### config.mk
export PLATFORM = sky130hd
export DESIGN_NAME = sparse_triplet_matrix_add_unit_flat
export DESIGN_NICKNAME = d
export VERILOG_FILES = /design/src/sv/stma_pkg.sv /design/src/sv/stma_if.sv /design/src/sv/stma_store.sv /design/src/sv/sparse_triplet_matrix_add_unit.sv /design/src/flat_wrapper.sv
export SDC_FILE = /design/constraint.sdc
export NUM_CORES = 2
export LEC_CHECK = 0
export BUFFER_PORTS_ARGS = -buffer_cell sky130_fd_sc_hd__buf_2
export CORE_ASPECT_RATIO = 0.8
export CORE_MARGIN = 3
export CORE_UTILIZATION = 27
export CTS_BUF_LIST = sky130_fd_sc_hd__clkbuf_16
export CTS_CLUSTER_SIZE = 8
export DETAILED_ROUTE_END_ITERATION = 8
export GPL_TIMING_DRIVEN = 1
export SYNTH_ARGS = -nofsm -noshare
export SYNTH_HDL_FRONTEND = slang
export SYNTH_HIERARCHICAL = 1
export SYNTH_SLANG_ARGS = --single-unit
### constraint.sdc
create_clock -name clk -period 8.67 [get_ports clk]
set_clock_uncertainty 0.15 [all_clocks]
set_input_delay 0.4335 -clock clk [delete_from_list [all_inputs] [get_ports clk]]
set_output_delay 0.4335 -clock clk [all_outputs]
set_load 0.005 [all_outputs]
### src/sv/stma_pkg.sv
`default_nettype none

package stma_pkg;

	localparam int CAPACITY   = 16;
	localparam int VALUE_BITS = 16;
	localparam int IDX_W      = 16;
	localparam int OUT_VAL_W  = VALUE_BITS + 1;
	localparam int COUNT_W    = 6;
	localparam int STATUS_W   = 2;
	localparam int REQ_W      = 2;
	localparam int CFG_IDX_W  = 2;
	localparam int ADDR_W     = (CAPACITY > 1) ? $clog2(CAPACITY) : 1;
	localparam int CNT_W      = $clog2(CAPACITY + 1);

	typedef enum logic [REQ_W-1:0] {
		REQ_LOAD_A = 2'd0,
		REQ_LOAD_B = 2'd1,
		REQ_RUN    = 2'd2
	} req_code_t;

	typedef enum logic [STATUS_W-1:0] {
		STAT_OK       = 2'd0,
		STAT_MISMATCH = 2'd1,
		STAT_OVERFLOW = 2'd2
	} status_t;

	typedef enum logic [CFG_IDX_W-1:0] {
		CFG_A_ROWS = 2'd0,
		CFG_A_COLS = 2'd1,
		CFG_B_ROWS = 2'd2,
		CFG_B_COLS = 2'd3
	} cfg_reg_t;

	typedef enum logic [1:0] {
		S_IDLE,
		S_MERGE,
		S_SUMMARY
	} merge_state_t;

	typedef struct packed {
		logic [IDX_W-1:0]      row;
		logic [IDX_W-1:0]      col;
		logic [VALUE_BITS-1:0] value;
	} entry_t;

	typedef struct packed {
		logic              en;
		logic [ADDR_W-1:0] addr;
		entry_t            entry;
	} store_wr_t;

endpackage

`default_nettype wire

### src/sv/stma_if.sv
`default_nettype none

interface stma_req_if;
	logic                           valid;
	logic                           ready;
	logic [stma_pkg::REQ_W-1:0]      req_type;
	logic [stma_pkg::IDX_W-1:0]      row;
	logic [stma_pkg::IDX_W-1:0]      col;
	logic [stma_pkg::VALUE_BITS-1:0] value;

	modport source (output valid, output req_type, output row, output col, output value,
		input ready);
	modport sink (input valid, input req_type, input row, input col, input value,
		output ready);
endinterface

interface stma_rsp_if;
	logic                          valid;
	logic                          ready;
	logic [stma_pkg::IDX_W-1:0]     out_row;
	logic [stma_pkg::IDX_W-1:0]     out_col;
	logic [stma_pkg::OUT_VAL_W-1:0] out_value;
	logic [stma_pkg::COUNT_W-1:0]   out_count;
	logic [stma_pkg::STATUS_W-1:0]  status;
	logic                          is_summary;
	logic                          last;

	modport source (output valid, output out_row, output out_col, output out_value,
		output out_count, output status, output is_summary, output last, input ready);
	modport sink (input valid, input out_row, input out_col, input out_value,
		input out_count, input status, input is_summary, input last, output ready);
endinterface

interface stma_cfg_if;
	logic                           valid;
	logic                           ready;
	logic [stma_pkg::CFG_IDX_W-1:0] index;
	logic [stma_pkg::IDX_W-1:0]     data;

	modport source (output valid, output index, output data, input ready);
	modport sink (input valid, input index, input data, output ready);
endinterface

`default_nettype wire

### src/sv/stma_store.sv
`default_nettype none

module stma_store (
	input  wire                       clk,
	input  wire stma_pkg::store_wr_t  wr,
	input  wire [stma_pkg::ADDR_W-1:0] rd_addr,
	output stma_pkg::entry_t          rd_data
);
	import stma_pkg::*;

	entry_t mem [CAPACITY];
	entry_t rd_data_q;

	always_ff @(posedge clk) begin
		if (wr.en) begin
			mem[wr.addr] <= wr.entry;
		end
	end

	always_ff @(posedge clk) begin
		rd_data_q <= mem[rd_addr];
	end

	assign rd_data = rd_data_q;

endmodule

`default_nettype wire

### src/sv/sparse_triplet_matrix_add_unit.sv
// load items: one per cycle while idle, no result
// run item: one merge step per unmatched entry or matched pair (zero sums too), then
//   the end check and the summary; output stalls hold the steps back, and a dimension
//   mismatch goes straight to the summary
// results: each is formed combinationally in its step and registered in the output register
// reset clears loaded counts, overflow flag, config registers and the output valid
`default_nettype none

module sparse_triplet_matrix_add_unit (
	input wire        clk,
	input wire        arst_n,
	stma_req_if.sink   req,
	stma_rsp_if.source rsp,
	stma_cfg_if.sink   cfg
);
	import stma_pkg::*;

	merge_state_t state_q, state_d;

	logic [IDX_W-1:0] a_rows_q, a_cols_q, b_rows_q, b_cols_q;
	logic [CNT_W-1:0] a_cnt_q, b_cnt_q;
	logic             ovf_q;
	logic [CNT_W-1:0] i_q, i_d, j_q, j_d;
	logic [COUNT_W-1:0] k_q, k_d;

	logic               rsp_valid_q;
	logic [IDX_W-1:0]   rsp_row_q, rsp_col_q;
	logic [OUT_VAL_W-1:0] rsp_value_q;
	logic [COUNT_W-1:0] rsp_count_q;
	logic [STATUS_W-1:0] rsp_status_q;
	logic               rsp_sum_q;

	logic               out_load, cnt_clear;
	logic [IDX_W-1:0]   o_row, o_col;
	logic [OUT_VAL_W-1:0] o_value;
	logic [COUNT_W-1:0] o_count;
	logic [STATUS_W-1:0] o_status;
	logic               o_sum;

	logic req_xfer, run_xfer, out_free, a_av, b_av, mism;
	logic [OUT_VAL_W-1:0] a_ext, b_ext, sum;
	logic [2*IDX_W-1:0] a_key, b_key;

	store_wr_t a_wr, b_wr;
	entry_t    a_rd, b_rd, in_entry;

	assign req.ready = (state_q == S_IDLE);
	assign cfg.ready = 1'b1;
	assign req_xfer  = req.valid && req.ready;
	assign run_xfer  = req_xfer && (req.req_type == REQ_RUN);
	assign out_free  = !rsp_valid_q || rsp.ready;
	assign a_av      = i_q < a_cnt_q;
	assign b_av      = j_q < b_cnt_q;
	assign mism      = (a_rows_q != b_rows_q) || (a_cols_q != b_cols_q);
	assign a_ext     = {a_rd.value[VALUE_BITS-1], a_rd.value};
	assign b_ext     = {b_rd.value[VALUE_BITS-1], b_rd.value};
	assign sum       = a_ext + b_ext;
	assign a_key     = {a_rd.row, a_rd.col};
	assign b_key     = {b_rd.row, b_rd.col};

	assign in_entry = '{row: req.row, col: req.col, value: req.value};

	always_comb begin
		a_wr.en    = req_xfer && (req.req_type == REQ_LOAD_A) && (a_cnt_q < CNT_W'(CAPACITY));
		a_wr.addr  = a_cnt_q[ADDR_W-1:0];
		a_wr.entry = in_entry;
		b_wr.en    = req_xfer && (req.req_type == REQ_LOAD_B) && (b_cnt_q < CNT_W'(CAPACITY));
		b_wr.addr  = b_cnt_q[ADDR_W-1:0];
		b_wr.entry = in_entry;
	end

	stma_store u_store_a (
		.clk     (clk),
		.wr      (a_wr),
		.rd_addr (i_d[ADDR_W-1:0]),
		.rd_data (a_rd)
	);

	stma_store u_store_b (
		.clk     (clk),
		.wr      (b_wr),
		.rd_addr (j_d[ADDR_W-1:0]),
		.rd_data (b_rd)
	);

	always_comb begin
		state_d = state_q;
		case (state_q)
			S_IDLE: begin
				if (run_xfer) begin
					state_d = mism ? S_SUMMARY : S_MERGE;
				end
			end
			S_MERGE: begin
				if (!a_av && !b_av) begin
					state_d = S_SUMMARY;
				end
			end
			S_SUMMARY: begin
				if (out_free) begin
					state_d = S_IDLE;
				end
			end
			default: state_d = S_IDLE;
		endcase
	end

	always_comb begin
		i_d       = i_q;
		j_d       = j_q;
		k_d       = k_q;
		out_load  = 1'b0;
		cnt_clear = 1'b0;
		o_row     = a_rd.row;
		o_col     = a_rd.col;
		o_value   = a_ext;
		o_count   = '0;
		o_status  = STAT_OK;
		o_sum     = 1'b0;
		case (state_q)
			S_IDLE: begin
				i_d = '0;
				j_d = '0;
				k_d = '0;
			end
			S_MERGE: begin
				if (out_free && (a_av || b_av)) begin
					if (a_av && (!b_av || (a_key < b_key))) begin
						out_load = 1'b1;
						i_d      = i_q + 1'b1;
					end else if (!a_av || (a_key > b_key)) begin
						out_load = 1'b1;
						o_row    = b_rd.row;
						o_col    = b_rd.col;
						o_value  = b_ext;
						j_d      = j_q + 1'b1;
					end else begin
						out_load = (sum != '0);
						o_value  = sum;
						i_d      = i_q + 1'b1;
						j_d      = j_q + 1'b1;
					end
					k_d = k_q + COUNT_W'(out_load);
				end
			end
			S_SUMMARY: begin
				o_value = '0;
				o_sum   = 1'b1;
				if (mism) begin
					o_row    = '0;
					o_col    = '0;
					o_count  = '0;
					o_status = STAT_MISMATCH;
				end else begin
					o_row    = a_rows_q;
					o_col    = a_cols_q;
					o_count  = k_q;
					o_status = ovf_q ? STAT_OVERFLOW : STAT_OK;
				end
				if (out_free) begin
					out_load  = 1'b1;
					cnt_clear = 1'b1;
				end
			end
			default: begin
			end
		endcase
	end

	always_ff @(posedge clk or negedge arst_n) begin
		if (!arst_n) begin
			state_q <= S_IDLE;
			i_q     <= '0;
			j_q     <= '0;
			k_q     <= '0;
		end else begin
			state_q <= state_d;
			i_q     <= i_d;
			j_q     <= j_d;
			k_q     <= k_d;
		end
	end

	always_ff @(posedge clk or negedge arst_n) begin
		if (!arst_n) begin
			a_cnt_q <= '0;
			b_cnt_q <= '0;
			ovf_q   <= 1'b0;
		end else if (cnt_clear) begin
			a_cnt_q <= '0;
			b_cnt_q <= '0;
			ovf_q   <= 1'b0;
		end else if (req_xfer) begin
			case (req.req_type)
				REQ_LOAD_A: begin
					if (a_wr.en) begin
						a_cnt_q <= a_cnt_q + 1'b1;
					end else begin
						ovf_q <= 1'b1;
					end
				end
				REQ_LOAD_B: begin
					if (b_wr.en) begin
						b_cnt_q <= b_cnt_q + 1'b1;
					end else begin
						ovf_q <= 1'b1;
					end
				end
				default: begin
				end
			endcase
		end
	end

	always_ff @(posedge clk or negedge arst_n) begin
		if (!arst_n) begin
			a_rows_q <= '0;
			a_cols_q <= '0;
			b_rows_q <= '0;
			b_cols_q <= '0;
		end else if (cfg.valid && cfg.ready) begin
			case (cfg.index)
				CFG_A_ROWS: a_rows_q <= cfg.data;
				CFG_A_COLS: a_cols_q <= cfg.data;
				CFG_B_ROWS: b_rows_q <= cfg.data;
				CFG_B_COLS: b_cols_q <= cfg.data;
				default: begin
				end
			endcase
		end
	end

	// output register parts the merge walk from the sink
	always_ff @(posedge clk or negedge arst_n) begin
		if (!arst_n) begin
			rsp_valid_q <= 1'b0;
		end else if (out_load) begin
			rsp_valid_q <= 1'b1;
		end else if (rsp.ready) begin
			rsp_valid_q <= 1'b0;
		end
	end

	always_ff @(posedge clk) begin
		if (out_load) begin
			rsp_row_q    <= o_row;
			rsp_col_q    <= o_col;
			rsp_value_q  <= o_value;
			rsp_count_q  <= o_count;
			rsp_status_q <= o_status;
			rsp_sum_q    <= o_sum;
		end
	end

	assign rsp.valid      = rsp_valid_q;
	assign rsp.out_row    = rsp_row_q;
	assign rsp.out_col    = rsp_col_q;
	assign rsp.out_value  = rsp_value_q;
	assign rsp.out_count  = rsp_count_q;
	assign rsp.status     = rsp_status_q;
	assign rsp.is_summary = rsp_sum_q;
	assign rsp.last       = rsp_sum_q;

endmodule

`default_nettype wire
### src/flat_wrapper.sv
// flat-port wrapper written by rule: the top's interface ports become plain ports
module sparse_triplet_matrix_add_unit_flat import stma_pkg::*;
  (clk, arst_n, req_valid, req_req_type, req_row, req_col, req_value, req_ready, rsp_valid, rsp_out_row, rsp_out_col, rsp_out_value, rsp_out_count, rsp_status, rsp_is_summary, rsp_last, rsp_ready, cfg_valid, cfg_index, cfg_data, cfg_ready);
  stma_req_if req_i ();
  stma_rsp_if rsp_i ();
  stma_cfg_if cfg_i ();
  input wire clk;
  input wire arst_n;
  input wire logic [$bits(req_i.valid)-1:0] req_valid;
  input wire logic [$bits(req_i.req_type)-1:0] req_req_type;
  input wire logic [$bits(req_i.row)-1:0] req_row;
  input wire logic [$bits(req_i.col)-1:0] req_col;
  input wire logic [$bits(req_i.value)-1:0] req_value;
  output wire logic [$bits(req_i.ready)-1:0] req_ready;
  output wire logic [$bits(rsp_i.valid)-1:0] rsp_valid;
  output wire logic [$bits(rsp_i.out_row)-1:0] rsp_out_row;
  output wire logic [$bits(rsp_i.out_col)-1:0] rsp_out_col;
  output wire logic [$bits(rsp_i.out_value)-1:0] rsp_out_value;
  output wire logic [$bits(rsp_i.out_count)-1:0] rsp_out_count;
  output wire logic [$bits(rsp_i.status)-1:0] rsp_status;
  output wire logic [$bits(rsp_i.is_summary)-1:0] rsp_is_summary;
  output wire logic [$bits(rsp_i.last)-1:0] rsp_last;
  input wire logic [$bits(rsp_i.ready)-1:0] rsp_ready;
  input wire logic [$bits(cfg_i.valid)-1:0] cfg_valid;
  input wire logic [$bits(cfg_i.index)-1:0] cfg_index;
  input wire logic [$bits(cfg_i.data)-1:0] cfg_data;
  output wire logic [$bits(cfg_i.ready)-1:0] cfg_ready;
  assign req_i.valid = req_valid;
  assign req_i.req_type = req_req_type;
  assign req_i.row = req_row;
  assign req_i.col = req_col;
  assign req_i.value = req_value;
  assign req_ready = req_i.ready;
  assign rsp_valid = rsp_i.valid;
  assign rsp_out_row = rsp_i.out_row;
  assign rsp_out_col = rsp_i.out_col;
  assign rsp_out_value = rsp_i.out_value;
  assign rsp_out_count = rsp_i.out_count;
  assign rsp_status = rsp_i.status;
  assign rsp_is_summary = rsp_i.is_summary;
  assign rsp_last = rsp_i.last;
  assign rsp_i.ready = rsp_ready;
  assign cfg_i.valid = cfg_valid;
  assign cfg_i.index = cfg_index;
  assign cfg_i.data = cfg_data;
  assign cfg_ready = cfg_i.ready;
  sparse_triplet_matrix_add_unit u_core (.clk(clk), .arst_n(arst_n), .req(req_i), .rsp(rsp_i), .cfg(cfg_i));
endmodule
# Yosys cells after proc, flatten, opt, wreduce, memory -nomap -nowiden
# Memory sizes are Yosys's and may differ from the RTL's. A register that Yosys moved wholly into a read port is not among the register bits.
# Cells that the tools add are included.
[op_classes]
eq_ne = 17
reduce_logical = 41
n_bitwise = 1
addsub = 6
mux = 58
n_lt_le_gt_ge = 6
[op_table]
columns = ["cell", "count"]
rows = [
  ["$mux 16", 8],
  ["$mux 5", 13],
  ["$pmux 16 s2", 2],
  ["$mux 17", 3],
  ["$pmux 17 s2", 1],
  ["$gt 32x32->1", 1],
  ["$lt 32x32->1", 1],
  ["$ne 16x16->1", 2],
  ["$add 5x1->5 const B", 4],
  ["$pmux 5 s2", 2],
  ["$mux 1", 19],
  ["$add 16x16->17", 1],
  ["$reduce_bool 17->1", 1],
  ["$reduce_and 3->1", 5],
  ["$reduce_bool 2->1", 7],
  ["$pmux 6 s2", 1],
  ["$lt 5x5->1", 2],
  ["$lt 5x5->1 const B", 2],
  ["$mux 2", 5],
  ["$reduce_and 2->1", 5],
  ["$logic_and 1x1->1", 9],
  ["$ne 3x2->1 const B", 3],
  ["$eq 2x2->1 const B", 4],
  ["$add 6x1->6", 1],
  ["other kinds (13)", 27],
]
[totals]
ramBits = 1536
wordCells = 152
inputBits = 73
ff_bits = 152
mem_count = 2
out_inout_bits = 62
[mem_list]
columns = ["name", "words", "width", "read_ports", "rd_clocked_by_memory_dff", "write_ports", "line_no", "source"]
rows = [
  ["u_core.u_store_a.mem", 16, 48, 1, 1, 1, "stma_store.sv:11", "entry_t mem [CAPACITY];"],
  ["u_core.u_store_b.mem", 16, 48, 1, 1, 1, "stma_store.sv:11", ""],
]

# Logic depth before layout (Yosys ltp)
[logic_depth]
ltp_word = 10
mapped_depth = 16
mapped_depth_nobuf = 15

# By module
# The synthesis kept the hierarchy.
[by_module_without_submodules]
columns = ["mod", "cells_each", "instances", "seq_area_each_um2", "area_per_inst_um2"]
rows = [
  ["stma_store at u_core.u_store_a", 1242, 1, 24023.0, 29694.7],
  ["stma_store at u_core.u_store_b", 1242, 1, 24023.0, 29691.0],
  ["sparse_triplet_matrix_add_unit", 881, 1, 4093.9, 9267.6],
]

# Least setup slack after synthesis
# Ideal clock, no wire load.
[synth_path]
kind = "reg-to-reg"
start = "register u_core.state_q[0]"
end = "memory u_core/u_store_b/mem[0][0] (netlist bit) (enable)"
n_path_buf = 0
required_time_ps = 8007
period_less_slack_ps = 6042
path_stages_with_launch = 7
path_slack_ps = 2628
arrival_ps = 5379
cell_sequence = "dfrtp_1 -> inv_1 -> ha_1 -> nand3b_1 -> nor3b_1 -> or3b_2 -> nor3_1"
[synth_rtl]
columns = ["item", "line_no", "source"]
rows = [
  ["from (decl)", "sparse_triplet_matrix_add_unit.sv:18", "merge_state_t state_q, state_d;"],
  ["from (signal assigned)", "sparse_triplet_matrix_add_unit.sv:177", "state_q <= state_d;"],
  ["to (decl)", "stma_store.sv:11", ""],
]

# Final worst setup path
[layout_path]
start = "register u_core/u_store_b/rd_data[30] (netlist name)"
end = "register u_core/u_store_b/rd_data[45] (netlist name)"
[layout_via]
elab_chain_cells = 6
[layout_lines]
columns = ["item", "line_no", "source"]
rows = [
  ["$lt 32x32->1", "sparse_triplet_matrix_add_unit.sv:128", "if (a_av && (!b_av || (a_key < b_key))) begin"],
  ["$logic_or 1x1->1", "sparse_triplet_matrix_add_unit.sv:128", ""],
  ["$logic_and 1x1->1", "sparse_triplet_matrix_add_unit.sv:128", ""],
  ["$mux 5", "sparse_triplet_matrix_add_unit.sv:128", ""],
  ["$mux 5", "sparse_triplet_matrix_add_unit.sv:127", "if (out_free && (a_av || b_av)) begin"],
  ["$pmux 5 s2", "sparse_triplet_matrix_add_unit.sv:120", "case (state_q)"],
  ["via u_core.j_d[3]", "sparse_triplet_matrix_add_unit.sv:23", "logic [CNT_W-1:0] i_q, i_d, j_q, j_d;"],
]
# The timed path passes the listed nets, and every way through them passes these cells. The select of a mux whose other input is x is not followed.
# A chain may end at the register's enable or synchronous reset.

==> run metrics <==
fillcell total 23800; buffers and inverters on the worst path 3; Final Hold Fails 0; startpoint types register; total power draw 19.5 mW; clk sinks 1784; Max Buffers Root-to-Sink 3; status finished clean; input/output buffers about 130; syn_area_per_cell 20.4 µm²; Setup Buffers After CTS 0; Worst setup EP type register; mux cell area share after synthesis 14.0%; Die X 570 µm; Synth cell types slightly below 80; Final Util 32.4%; vias per inst around 5; Setup CP Type reg -> reg; Hold Path Class in -> reg; flop2flop setup slack approximately 2.1 ns; number of synthesized flops with an enable pin ~1600; crit share post-route 75.4%; Seq cells post-synth roughly 1800; Max Transition Viols Final 0; top sig layer met5; CP peak stage delay 1.00 ns; clock slew seen by the registers of the worst setup and hold paths 0.05 ns; Layout Area Growth over Synthesis 18.7%; largest family of logic cells by synthesized area multiplexers; Pwr per Cell Area approximately 240 mW/mm²; total CTS buffers 241; met2 wire len 84200 µm; Initial Util 27.3%; largest net degree at the start of global routing 93; Storage cell area roughly 0.052 mm²; Post-DP Area 0.0737 mm²; Seq/Total Area, Yosys 75.9%; setup TNS 0 ns; first-pass GRT wire length 271000 µm; share of cells above drive strength 1 between 20% and 30%; Synth Area in Compound Gates 4.38%; row cnt 164; first drt pass iteration count 7; die area ~0.26 mm²; vias in the first global route 36100; Hold WS 0.0563 ns; routed vias ~36000; CP max stage cell nor2b_4; CP arrival 7.15 ns; die height 457 µm; Worst EP required roughly 9.3 ns; core area approximately 0.25 mm²; Met1 Wirelength 83900 µm; # setup viols final 0; share of the synthesized area in the top cell type 69.7%; Synth Area in Simple Gates 2.41%; Synth area leader edfxtp_1; critical path's top delay family simple AND/OR/NAND/NOR gates; Peak Freq between 0.15 and 0.2 GHz; Slew @ Worst Pin 1.27 ns; multi-input logic area 0.0158 mm²; Synth Area in Adders 1.21%; gpl congestion 0.799; Post-synth top flop edfxtp_1; GRT Util Overall 14.3%; relative max-transition margin between 10% and 20%; Design Area, Final roughly 0.08 mm²; initial antenna violation count 19; RSZ-0062 raised after global routing false; peak supply drop 0.000201 V; max_cap viols 0; clock root cell clkbuf_16; clock latency at the later pin of the worst-skew pair 0.85 ns; Worst Path Max Fanout 27; routed wire length 190000 µm; Post-synth ARST share 5.27%; critical-path cell list inv_1, ha_1, nand4_1, nor4_1, buf_4, o21ai_1, a31o_2, a31oi_1, nand2_1, o31ai_1, nor2b_4, buf_4, a22oi_1, nand2_1; area of the mapped netlist 0.0687 mm²; crit path time final 6.53 ns; Post-Syn Instances between 3000 and 4000; Synthesized Nets around 3500; CTS tree yes; GR Overflow Total 0; Top Ports 135; initial DRC count between 4000 and 5000; Detailed Place HPWL 110000 µm; nets between 3000 and 4000; H-tree depth 4; Routed WL per cell 26.2 µm; DRT antenna net count 0; Ys Warns 6; ranking of synthesized cells by area edfxtp_1 70%, mux4_2 13%, dfrtp_1 3.4%; Pleak 26.4 nW; Synth Area in XOR/XNOR 0.638%; DRC violations left 0; met3 WL post-DR 18300 µm
final cells by class:
| type | count | share of cell area [%] |
|---|---|---|
| tap | 3320 | 5.10 |
| clock buffer | 243 | 7.46 |
| inverter | 59 | 0.272 |
| sequential | 1784 | 64.0 |
| timing repair buffer | 281 | 2.52 |
| clock inverter | 202 | 1.20 |
| antenna | 10 | 0.0307 |
| multi-input combinational | 1359 | 19.4 |
power breakdown:
part | internal, mW | switching, mW
Sequential | 9.65 | 0.183
Clock | 5.02 | 3.51
Combinational | 0.373 | 0.776
Total | 15.0 | 4.47
cells by family (layout without fill, tap and decap cells):
kind of cell               Yosys count  after routing
adders and majority gates           66             66
muxes                              469            469
and+or+nand+nor                    349            349
xor gates and xnor gates            50             50
DFF                               1784           1784
other                                1             11
AOI/OAI and AO/OA                  424            424
buffers and inverters              222            785
cell usage after synthesis, types with 57 or more instances:
library cell  number
a22oi_1          256
clkbuf_1          83
dfrtp_1           94
dfxtp_1           96
edfxtp_1        1594
ha_1              65
inv_1             58
mux2_2            64
mux4_2           384
nand2_1          159
nor2_1            57
o21ai_0           66
worst register-to-register path, cell delays in order, from the launching register on:
cell     delay (ns)
dfxtp_1        0.32
inv_1          0.04
ha_1           0.31
nand4_1        0.16
nor4_1         0.93
buf_4          0.25
o21ai_1        0.11
a31o_2         0.27
a31oi_1        0.44
nand2_1        0.35
o31ai_1        0.89
nor2b_4        1.00
buf_4          0.65
a22oi_1        0.43
nand2_1        0.16
final timing paths:
kind | from | endpoint | cells past startpoint
min | req_col[7] | u_core/u_store_a/mem[4][23] | 1
max in group asynchronous | arst_n | u_core/k_q[5] | 4
max reg2reg | u_core/u_store_b/rd_data[30] | u_core/u_store_b/rd_data[45] | 14
min in group asynchronous | arst_n | u_core/b_rows_q[3] | 3
min reg2reg | u_core/i_q[4] | u_core/i_q[4] | 1
max | u_core/u_store_b/rd_data[30] | u_core/u_store_b/rd_data[45] | 14
sequential cells by signal, indices dropped and copies added, names as in the netlist, 6 cells and up:
register and flops:
u_core/rsp.out_row 16, u_core/k_q 6, u_core/rsp.out_value 17, u_core/a_rows_q 16
u_core/b_rows_q 16, u_core/a_cols_q 16, u_core/b_cols_q 16, u_core/u_store_b/mem 768
u_core/rsp.out_col 16, u_core/u_store_b/rd_data 48, u_core/u_store_a/rd_data 48, u_core/u_store_a/mem 768
u_core/rsp.out_count 6
through the flow:
step,setup slack (ns),instances
6_report,2.14,7258
5_1_grt,1.99,7250
4_1_cts,2.27,7248
3_5_place_dp,2.31,6733
3_3_place_gp,2.34,6733
2_1_floorplan,2.63,3365
routing by layer:
layer | vias up | GRT usage, %
met5 | - | 0
met4 | 6 | 3.56
met3 | 239 | 3.39
met2 | 1716 | 21.1
met1 | 19400 | 21.2
li1 | 14700 | -
cells in the final DEF (no fill, tap or decap), types with 31 or more instances in the layout:
master         netlist  layout
xnor2_1             39      39
buf_2               15     132
a22oi_1            256     256
dfxtp_1             96      96
mux2_2              64      64
mux4_2             384     384
dlygate4sd3_1        0      69
o21ai_0             66      62
inv_1               58     246
dfrtp_1             94      94
nor2_1              57      31
nand2_1            159     159
edfxtp_1          1594    1594
ha_1                65      65
buf_4               40      72
clkbuf_16            0     243
repair_timing:
| item | 4_1_cts | 5_1_grt |
|---|---|---|
| endpoints found under the hold margin | 1460 | 0 |
| hold buffers | 70 | 0 |
| resized for setup | 0 | 0 |
(Power assumes the default switching activity.)
